**config.mk**
```make
export PLATFORM = sky130hd
export DESIGN_NAME = sfla_ctrl
export DESIGN_NICKNAME = d
export VERILOG_FILES = /design/src/hdl/assert_macros.svh /design/src/hdl/sfla_pkg.sv /design/src/hdl/sfla_ctrl.sv
export SDC_FILE = /design/constraint.sdc
export NUM_CORES = 1
export LEC_CHECK = 0
export BUFFER_PORTS_ARGS = -buffer_cell sky130_fd_sc_hd__buf_2
export CAP_MARGIN = 30
export CORE_MARGIN = 4
export CORE_UTILIZATION = 30
export DETAILED_ROUTE_END_ITERATION = 8
export PLACE_DENSITY = 0.48
export RECOVER_POWER = 100
export SYNTH_ARGS = -nofsm -noshare
export SYNTH_HDL_FRONTEND = slang
export SYNTH_SLANG_ARGS = --single-unit
```
**constraint.sdc**
```tcl
create_clock -name i_clk -period 8.4 [get_ports i_clk]
set_clock_uncertainty 0.1 [all_clocks]
set_input_delay 0.84 -clock i_clk [delete_from_list [all_inputs] [get_ports i_clk]]
set_output_delay 0.84 -clock i_clk [all_outputs]
set_load 0.01 [all_outputs]
```
**src/hdl/assert_macros.svh**
```systemverilog
// ---------------------------------------------------------------------------
// Assertion macros shared by the allocator RTL.
// ---------------------------------------------------------------------------
`ifndef ASSERT_MACROS_SVH
`define ASSERT_MACROS_SVH

// A property that must hold at every rising edge outside reset.
`define SFLA_ASSERT(label, clk, rst_n, prop, msg) \
    label: assert property (@(posedge clk) disable iff (!rst_n) (prop)) else $error(msg);

// An implication that must hold at every rising edge outside reset.
`define SFLA_ASSERT_IMP(label, clk, rst_n, ante, cons, msg) \
    label: assert property (@(posedge clk) disable iff (!rst_n) (ante) |-> (cons)) \
        else $error(msg);

`endif

```
**src/hdl/sfla_pkg.sv**
```systemverilog
// ===========================================================================
// sfla_pkg
// Types and constants shared by the slot free-list allocator modules.
// ===========================================================================
`timescale 1ns / 1ps
`default_nettype none

package sfla_pkg;

    // Pool geometry; the slot fields are fixed at ten bits.
    localparam int SLOTS  = 1024;
    localparam int SLOT_W = 10;
    localparam int CNT_W  = 11;

    // Request operations.
    localparam logic [1:0] OP_ALLOC = 2'd0;
    localparam logic [1:0] OP_FREE  = 2'd1;
    localparam logic [1:0] OP_CLEAR = 2'd2;

    // Response status codes.
    localparam logic [1:0] ST_OK       = 2'd0;
    localparam logic [1:0] ST_EMPTY    = 2'd1;
    localparam logic [1:0] ST_NOT_LIVE = 2'd2;

    // Request payload.
    typedef struct packed {
        logic [1:0]        op;
        logic [SLOT_W-1:0] slot_index;
    } t_req;

    // Response payload.
    typedef struct packed {
        logic [SLOT_W-1:0] slot;
        logic [1:0]        status;
        logic [CNT_W-1:0]  high_water;
    } t_rsp;

    // Port commands for the free stack memory.
    typedef struct packed {
        logic              we;
        logic [SLOT_W-1:0] waddr;
        logic [SLOT_W-1:0] wdata;
        logic [SLOT_W-1:0] raddr;
    } t_stk_port;

    // Port commands for the live map memory.
    typedef struct packed {
        logic              we;
        logic [SLOT_W-1:0] waddr;
        logic              wdata;
        logic [SLOT_W-1:0] raddr;
    } t_live_port;

    // Controller status seen by the top level.
    typedef struct packed {
        logic [CNT_W-1:0] free_count;
        logic [CNT_W-1:0] high_water;
    } t_ctrl_stat;

endpackage

`default_nettype wire

```
**src/hdl/sfla_ctrl.sv**
```systemverilog
// ===========================================================================
// sfla_ctrl
// Sequencer for the allocator: pops and pushes the free stack, updates the
// live map and walks the high-water mark down after a free.
// ===========================================================================
`timescale 1ns / 1ps
`default_nettype none

module sfla_ctrl (
    input  wire logic                   i_clk,
    input  wire logic                   i_rst_n,
    input  wire logic                   i_in_valid,
    output logic                        o_in_stall,
    input  wire sfla_pkg::t_req         i_in_req,
    input  wire logic                   i_out_free,
    output logic                        o_load,
    output sfla_pkg::t_rsp              o_res,
    output sfla_pkg::t_stk_port         o_stk,
    input  wire logic [sfla_pkg::SLOT_W-1:0] i_stk_rdata,
    output sfla_pkg::t_live_port        o_live,
    input  wire logic                   i_live_rdata,
    output sfla_pkg::t_ctrl_stat        o_stat
);

    localparam logic [2:0] S_SWEEP    = 3'd0;
    localparam logic [2:0] S_IDLE     = 3'd1;
    localparam logic [2:0] S_ALLOC    = 3'd2;
    localparam logic [2:0] S_FCHK     = 3'd3;
    localparam logic [2:0] S_SCAN_RD  = 3'd4;
    localparam logic [2:0] S_SCAN_CHK = 3'd5;
    localparam logic [2:0] S_OUT      = 3'd6;

    localparam logic [sfla_pkg::SLOT_W-1:0] LAST_SLOT =
        sfla_pkg::SLOT_W'(sfla_pkg::SLOTS - 1);
    localparam logic [sfla_pkg::CNT_W-1:0] FULL_COUNT =
        sfla_pkg::CNT_W'(sfla_pkg::SLOTS);

    logic [2:0]                    r_state, n_state;
    logic [sfla_pkg::SLOT_W-1:0]   r_sweep, n_sweep;
    logic [sfla_pkg::CNT_W-1:0]    r_free_count, n_free_count;
    logic [sfla_pkg::CNT_W-1:0]    r_low, n_low;
    logic [sfla_pkg::CNT_W-1:0]    r_top, n_top;
    logic                          r_after_sweep, n_after_sweep;
    logic [sfla_pkg::SLOT_W-1:0]   r_idx, n_idx;
    sfla_pkg::t_rsp                r_res, n_res;

    logic [sfla_pkg::SLOT_W-1:0]   w_pop_pos;
    logic [sfla_pkg::SLOT_W-1:0]   w_pop_slot;
    logic [sfla_pkg::CNT_W-1:0]    w_slot_inc;
    logic [sfla_pkg::CNT_W-1:0]    w_top_dec;

    // Stack positions below the low mark were never written since the last
    // clear, so they still hold their initial slot numbers.
    assign w_pop_pos  = r_free_count[sfla_pkg::SLOT_W-1:0] - sfla_pkg::SLOT_W'(1);
    assign w_pop_slot = (r_free_count == r_low) ? (LAST_SLOT - w_pop_pos) : i_stk_rdata;
    assign w_slot_inc = {1'b0, w_pop_slot} + sfla_pkg::CNT_W'(1);
    assign w_top_dec  = r_top - sfla_pkg::CNT_W'(1);

    // Next-state logic.
    always_comb begin
        n_state       = r_state;
        n_sweep       = r_sweep;
        n_free_count  = r_free_count;
        n_low         = r_low;
        n_top         = r_top;
        n_after_sweep = r_after_sweep;
        n_idx         = r_idx;
        n_res         = r_res;
        o_load        = 1'b0;

        o_stk.we      = 1'b0;
        o_stk.waddr   = r_free_count[sfla_pkg::SLOT_W-1:0];
        o_stk.wdata   = r_idx;
        o_stk.raddr   = w_pop_pos;

        o_live.we     = 1'b0;
        o_live.waddr  = r_idx;
        o_live.wdata  = 1'b0;
        o_live.raddr  = i_in_req.slot_index;

        case (r_state)
            S_SWEEP: begin
                // Clear one live bit per cycle.
                o_live.we    = 1'b1;
                o_live.waddr = r_sweep;
                o_live.wdata = 1'b0;
                n_sweep      = r_sweep + sfla_pkg::SLOT_W'(1);
                if (r_sweep == LAST_SLOT) begin
                    n_state = S_IDLE;
                end
            end
            S_IDLE: begin
                if (i_in_valid) begin
                    n_idx = i_in_req.slot_index;
                    case (i_in_req.op)
                        sfla_pkg::OP_ALLOC: begin
                            if (r_free_count == '0) begin
                                n_res = '{slot: '0, status: sfla_pkg::ST_EMPTY,
                                          high_water: r_top};
                                n_state = S_OUT;
                            end else begin
                                n_state = S_ALLOC;
                            end
                        end
                        sfla_pkg::OP_FREE: begin
                            n_state = S_FCHK;
                        end
                        sfla_pkg::OP_CLEAR: begin
                            n_free_count  = FULL_COUNT;
                            n_low         = FULL_COUNT;
                            n_top         = '0;
                            n_res         = '{slot: '0, status: sfla_pkg::ST_OK,
                                              high_water: '0};
                            n_after_sweep = 1'b1;
                            n_state       = S_OUT;
                        end
                        default: begin
                            n_res   = '{slot: '0, status: sfla_pkg::ST_OK,
                                        high_water: r_top};
                            n_state = S_OUT;
                        end
                    endcase
                end
            end
            S_ALLOC: begin
                // Stack data has arrived: mark the slot live and raise the mark.
                o_live.we    = 1'b1;
                o_live.waddr = w_pop_slot;
                o_live.wdata = 1'b1;
                n_free_count = r_free_count - sfla_pkg::CNT_W'(1);
                if (r_free_count == r_low) begin
                    n_low = r_free_count - sfla_pkg::CNT_W'(1);
                end
                if (w_slot_inc > r_top) begin
                    n_top = w_slot_inc;
                end
                n_res   = '{slot: w_pop_slot, status: sfla_pkg::ST_OK,
                            high_water: (w_slot_inc > r_top) ? w_slot_inc : r_top};
                n_state = S_OUT;
            end
            S_FCHK: begin
                if (!i_live_rdata) begin
                    n_res   = '{slot: '0, status: sfla_pkg::ST_NOT_LIVE,
                                high_water: r_top};
                    n_state = S_OUT;
                end else begin
                    // Kill the slot and push it back on the stack.
                    o_live.we    = 1'b1;
                    o_live.waddr = r_idx;
                    o_live.wdata = 1'b0;
                    if (r_free_count < FULL_COUNT) begin
                        o_stk.we     = 1'b1;
                        n_free_count = r_free_count + sfla_pkg::CNT_W'(1);
                    end
                    n_state = S_SCAN_RD;
                end
            end
            S_SCAN_RD: begin
                if (r_top == '0) begin
                    n_res   = '{slot: '0, status: sfla_pkg::ST_OK, high_water: '0};
                    n_state = S_OUT;
                end else begin
                    o_live.raddr = w_top_dec[sfla_pkg::SLOT_W-1:0];
                    n_state      = S_SCAN_CHK;
                end
            end
            S_SCAN_CHK: begin
                if (!i_live_rdata) begin
                    n_top   = w_top_dec;
                    n_state = S_SCAN_RD;
                end else begin
                    n_res   = '{slot: '0, status: sfla_pkg::ST_OK, high_water: r_top};
                    n_state = S_OUT;
                end
            end
            S_OUT: begin
                // Hand the response over once the output register has room.
                if (i_out_free) begin
                    o_load        = 1'b1;
                    n_after_sweep = 1'b0;
                    n_state       = r_after_sweep ? S_SWEEP : S_IDLE;
                end
            end
            default: begin
                n_state = S_IDLE;
            end
        endcase
    end

    // Control registers.
    always_ff @(posedge i_clk) begin
        if (!i_rst_n) begin
            r_state       <= S_SWEEP;
            r_sweep       <= '0;
            r_free_count  <= FULL_COUNT;
            r_low         <= FULL_COUNT;
            r_top         <= '0;
            r_after_sweep <= 1'b0;
        end else begin
            r_state       <= n_state;
            r_sweep       <= n_sweep;
            r_free_count  <= n_free_count;
            r_low         <= n_low;
            r_top         <= n_top;
            r_after_sweep <= n_after_sweep;
        end
    end

    // Payload registers.
    always_ff @(posedge i_clk) begin
        r_idx <= n_idx;
        r_res <= n_res;
    end

    assign o_in_stall        = (r_state != S_IDLE);
    assign o_res             = r_res;
    assign o_stat.free_count = r_free_count;
    assign o_stat.high_water = r_top;

endmodule

`default_nettype wire

```
==> impl_metrics.ini <==
[outcome]
status = finished, final reports clean

[global_route]
track_usage_pct = 20.0
grt_pass1_wl_mm = 32.1
overflow = 0
antenna_found_initial = 0
grt_pass1_vias = 5403
grt_max_degree = 34

[clocking]
cts_buffers = 9
cts_buffer_depth = 2
cts_tree = yes
cts_max_level = 3
cts_setup_buffers = 0
clock_latency_ns = 0.34
cts.sinks = 80
root_buffer = clkbuf_16
cts-resized-gates = 0
cts.reportedPaths.clkPinSlew_ns = 0.06
holdBufCountCts = 0

[timing]
tightest_slew_ns = 1.42
fin_crit_sh_pct = 76.9
finalSetupTns_ns = 0
rsz0062_at_grt = false
hold_viol_final = 0
slew_violations = 0
slew-limit-headroom_pct = 5.33
hold_slack_ns = 0.362
finalSetupViolCount = 0
fmax_ghz = 0.155
period_needed_ns = 6.46

[die]
initial_utilization_pct = 30.5
rows = 49
core_area_um2 = 18000
die_h_um = 143
io_pins = 127
dieArea_um2 = 20600
dieWidth_um = 143

[detailed_routing]
ant_nets = 0
drtIter0Drc = 687
dr.pass1.iters = 7
drc = 0
vias_per_cell = 5.66
via_count = 5545
wl_per_cell_um = 21.1
wirelength_mm = 20.7

[placement]
io_buffers = 126
place_hpwl_mm = 15.5
gp_congestion = 0.919

[synthesis]
synth_top_area_share_pct = 18.0
syn_avg_cell_area_um2 = 8.36
synth-main-ff-cell = dfxtp_1
synth_top_cell_by_area = edfxtp_1
synth_nets = 702
synth_edf_count = 33
ys_seq_area_share_pct = 35.1
ys_types = 69
synth_top_cells_by_count = 73 x nor2_1, 57 x o21ai_0, 47 x dfxtp_1, 47 x nand2_1, 40 x a21oi_1
postSynth.asyncResetShare_pct = 0
synthCells = 658
syn_area_um2 = 5500
ys_seq_elements = 80
synthMostInstantiatedCell = nor2_1
ys_top_cells_by_area = edfxtp_1 18%, dfxtp_1 17%, o21ai_0 5.2%
yosys_warnings = 0

[setup_path]
worstPathMaxFanout = 21
worstSetupStartpoint = r_free_count[2]
reg2reg_slack_ns = 1.94
max_stage_delay_ns = 0.96
cp_num_buf_inv = 3
critical_path.slowest_cell = clkbuf_1
r2r_start = r_free_count[2]
worstSetupPathType = reg -> reg
start_kind = register
cp_data_arrival_time_ns = 6.56
crit_required_ns = 8.51
path_cells = xnor2_1, nand4_1, nor3_4, clkbuf_1, mux2i_1, inv_1, ha_1, inv_1, a211oi_1, xnor2_1, ha_1, nand4_1, nor2_1, a21boi_0, o32ai_1, nor2_1, o21ai_1, a22o_1
end_kind = register
critPathTopFamily = compound AO/OA/AOI/OAI gates

[hold_path]
hold_class = reg -> reg
hp-start = r_after_sweep

[job]
maxCapViolCount = 0

[final_layout]
area_growth_pct = 14.9
drive_above_1_share_pct = 6.92
n_antenna_cell = 0
fin_nets = 790
fillers = 1957

[power]
power.total_mw = 2.62
powerDensity_nw_per_um2 = 414
ir_worst_vdd_mv = 0.186
power.leakage_nw = 2.26
[flip-flops by register name, indices dropped and copies added (netlist names)]
signal,count
o_res,23
r_free_count,11
r_low,11
r_top,11
r_idx,10
r_sweep,10
r_state,3
r_after_sweep,1
[tightest hold or removal path, cell delays in order, from the launching register on]
cell and delay, ns:
dfxtp_1 0.31, inv_1 0.05, a211oi_1 0.06
[cells in the final DEF (no fill, tap or decap), types with 6 or more instances in the layout]
| cell | instances |
|---|---|
| o21ai_0 | 60 |
| buf_2 | 21 |
| clkbuf_16 | 9 |
| nand3_1 | 18 |
| nand4_1 | 11 |
| nand2b_1 | 7 |
| and3_1 | 8 |
| o21ai_1 | 7 |
| edfxtp_1 | 33 |
| dfxtp_1 | 47 |
| inv_1 | 31 |
| a22oi_1 | 16 |
| o211ai_1 | 6 |
| xnor2_1 | 29 |
| clkbuf_1 | 111 |
| xor2_1 | 14 |
| ha_1 | 17 |
| nand2_1 | 47 |
| nor3_1 | 13 |
| a22o_1 | 11 |
| nor2_1 | 74 |
| a21oi_1 | 40 |
| mux2i_1 | 17 |
[metal layers]
| metal | vias to the layer above | global-route usage, % | wire length [um] |
|---|---|---|---|
| li1 | 2559 | - | - |
| met1 | 2659 | 28.2 | 9330 |
| met2 | 281 | 31.1 | 9150 |
| met3 | 46 | 3.26 | 1650 |
| met4 | 0 | 7.19 | 541 |
| met5 | - | 0 | 0 |
[cell type report]
cell class	count	area (um^2)	area share, %
well taps	229	287	4.54
clock inverters	5	88.8	1.41
repair buffers	133	533	8.44
multi-input cells	491	3120	49.4
flip-flops and latches	80	1930	30.6
clock buffers	11	243	3.84
inverters	31	116	1.84
[cell families (layout without fill, tap and decap cells)]
family / after synthesis / count (layout) / share of synthesized area (%)
DFF: 80 / 80 / 35.1
muxes: 17 / 17 / 3.55
buffers and inverters: 87 / 180 / 7.30
AOI/OAI and AO/OA: 188 / 188 / 21.7
xor gates and xnor gates: 45 / 45 / 7.71
and+or+nand+nor: 224 / 224 / 20.7
adders and majority gates: 17 / 17 / 3.87
[final timing paths]
check             endpoint  cells after the start
min reg2reg  r_after_sweep                      2
max               o_res[4]                     18
max reg2reg       o_res[4]                     18
min          r_after_sweep                      2
[stage by stage]
step	utilization [%]	setup WS (ns)	cell area, um^2	std cells
after CTS	36.2	2.54	6530	980
after floorplan	-	3.90	5500	658
final	35.0	1.94	6320	980
after global routing	35.0	1.34	6320	980
after global placement	34.4	2.69	6190	963
after detailed placement	34.4	2.59	6200	964
[power by group]
part / switching, mW / internal, mW / total (mW)
clock network: 0.168 / 0.272 / 0.440
logic: 1.03 / 0.502 / 1.54
registers: 0.108 / 0.532 / 0.640
No activity file was read; power rests on OpenSTA's default activity.
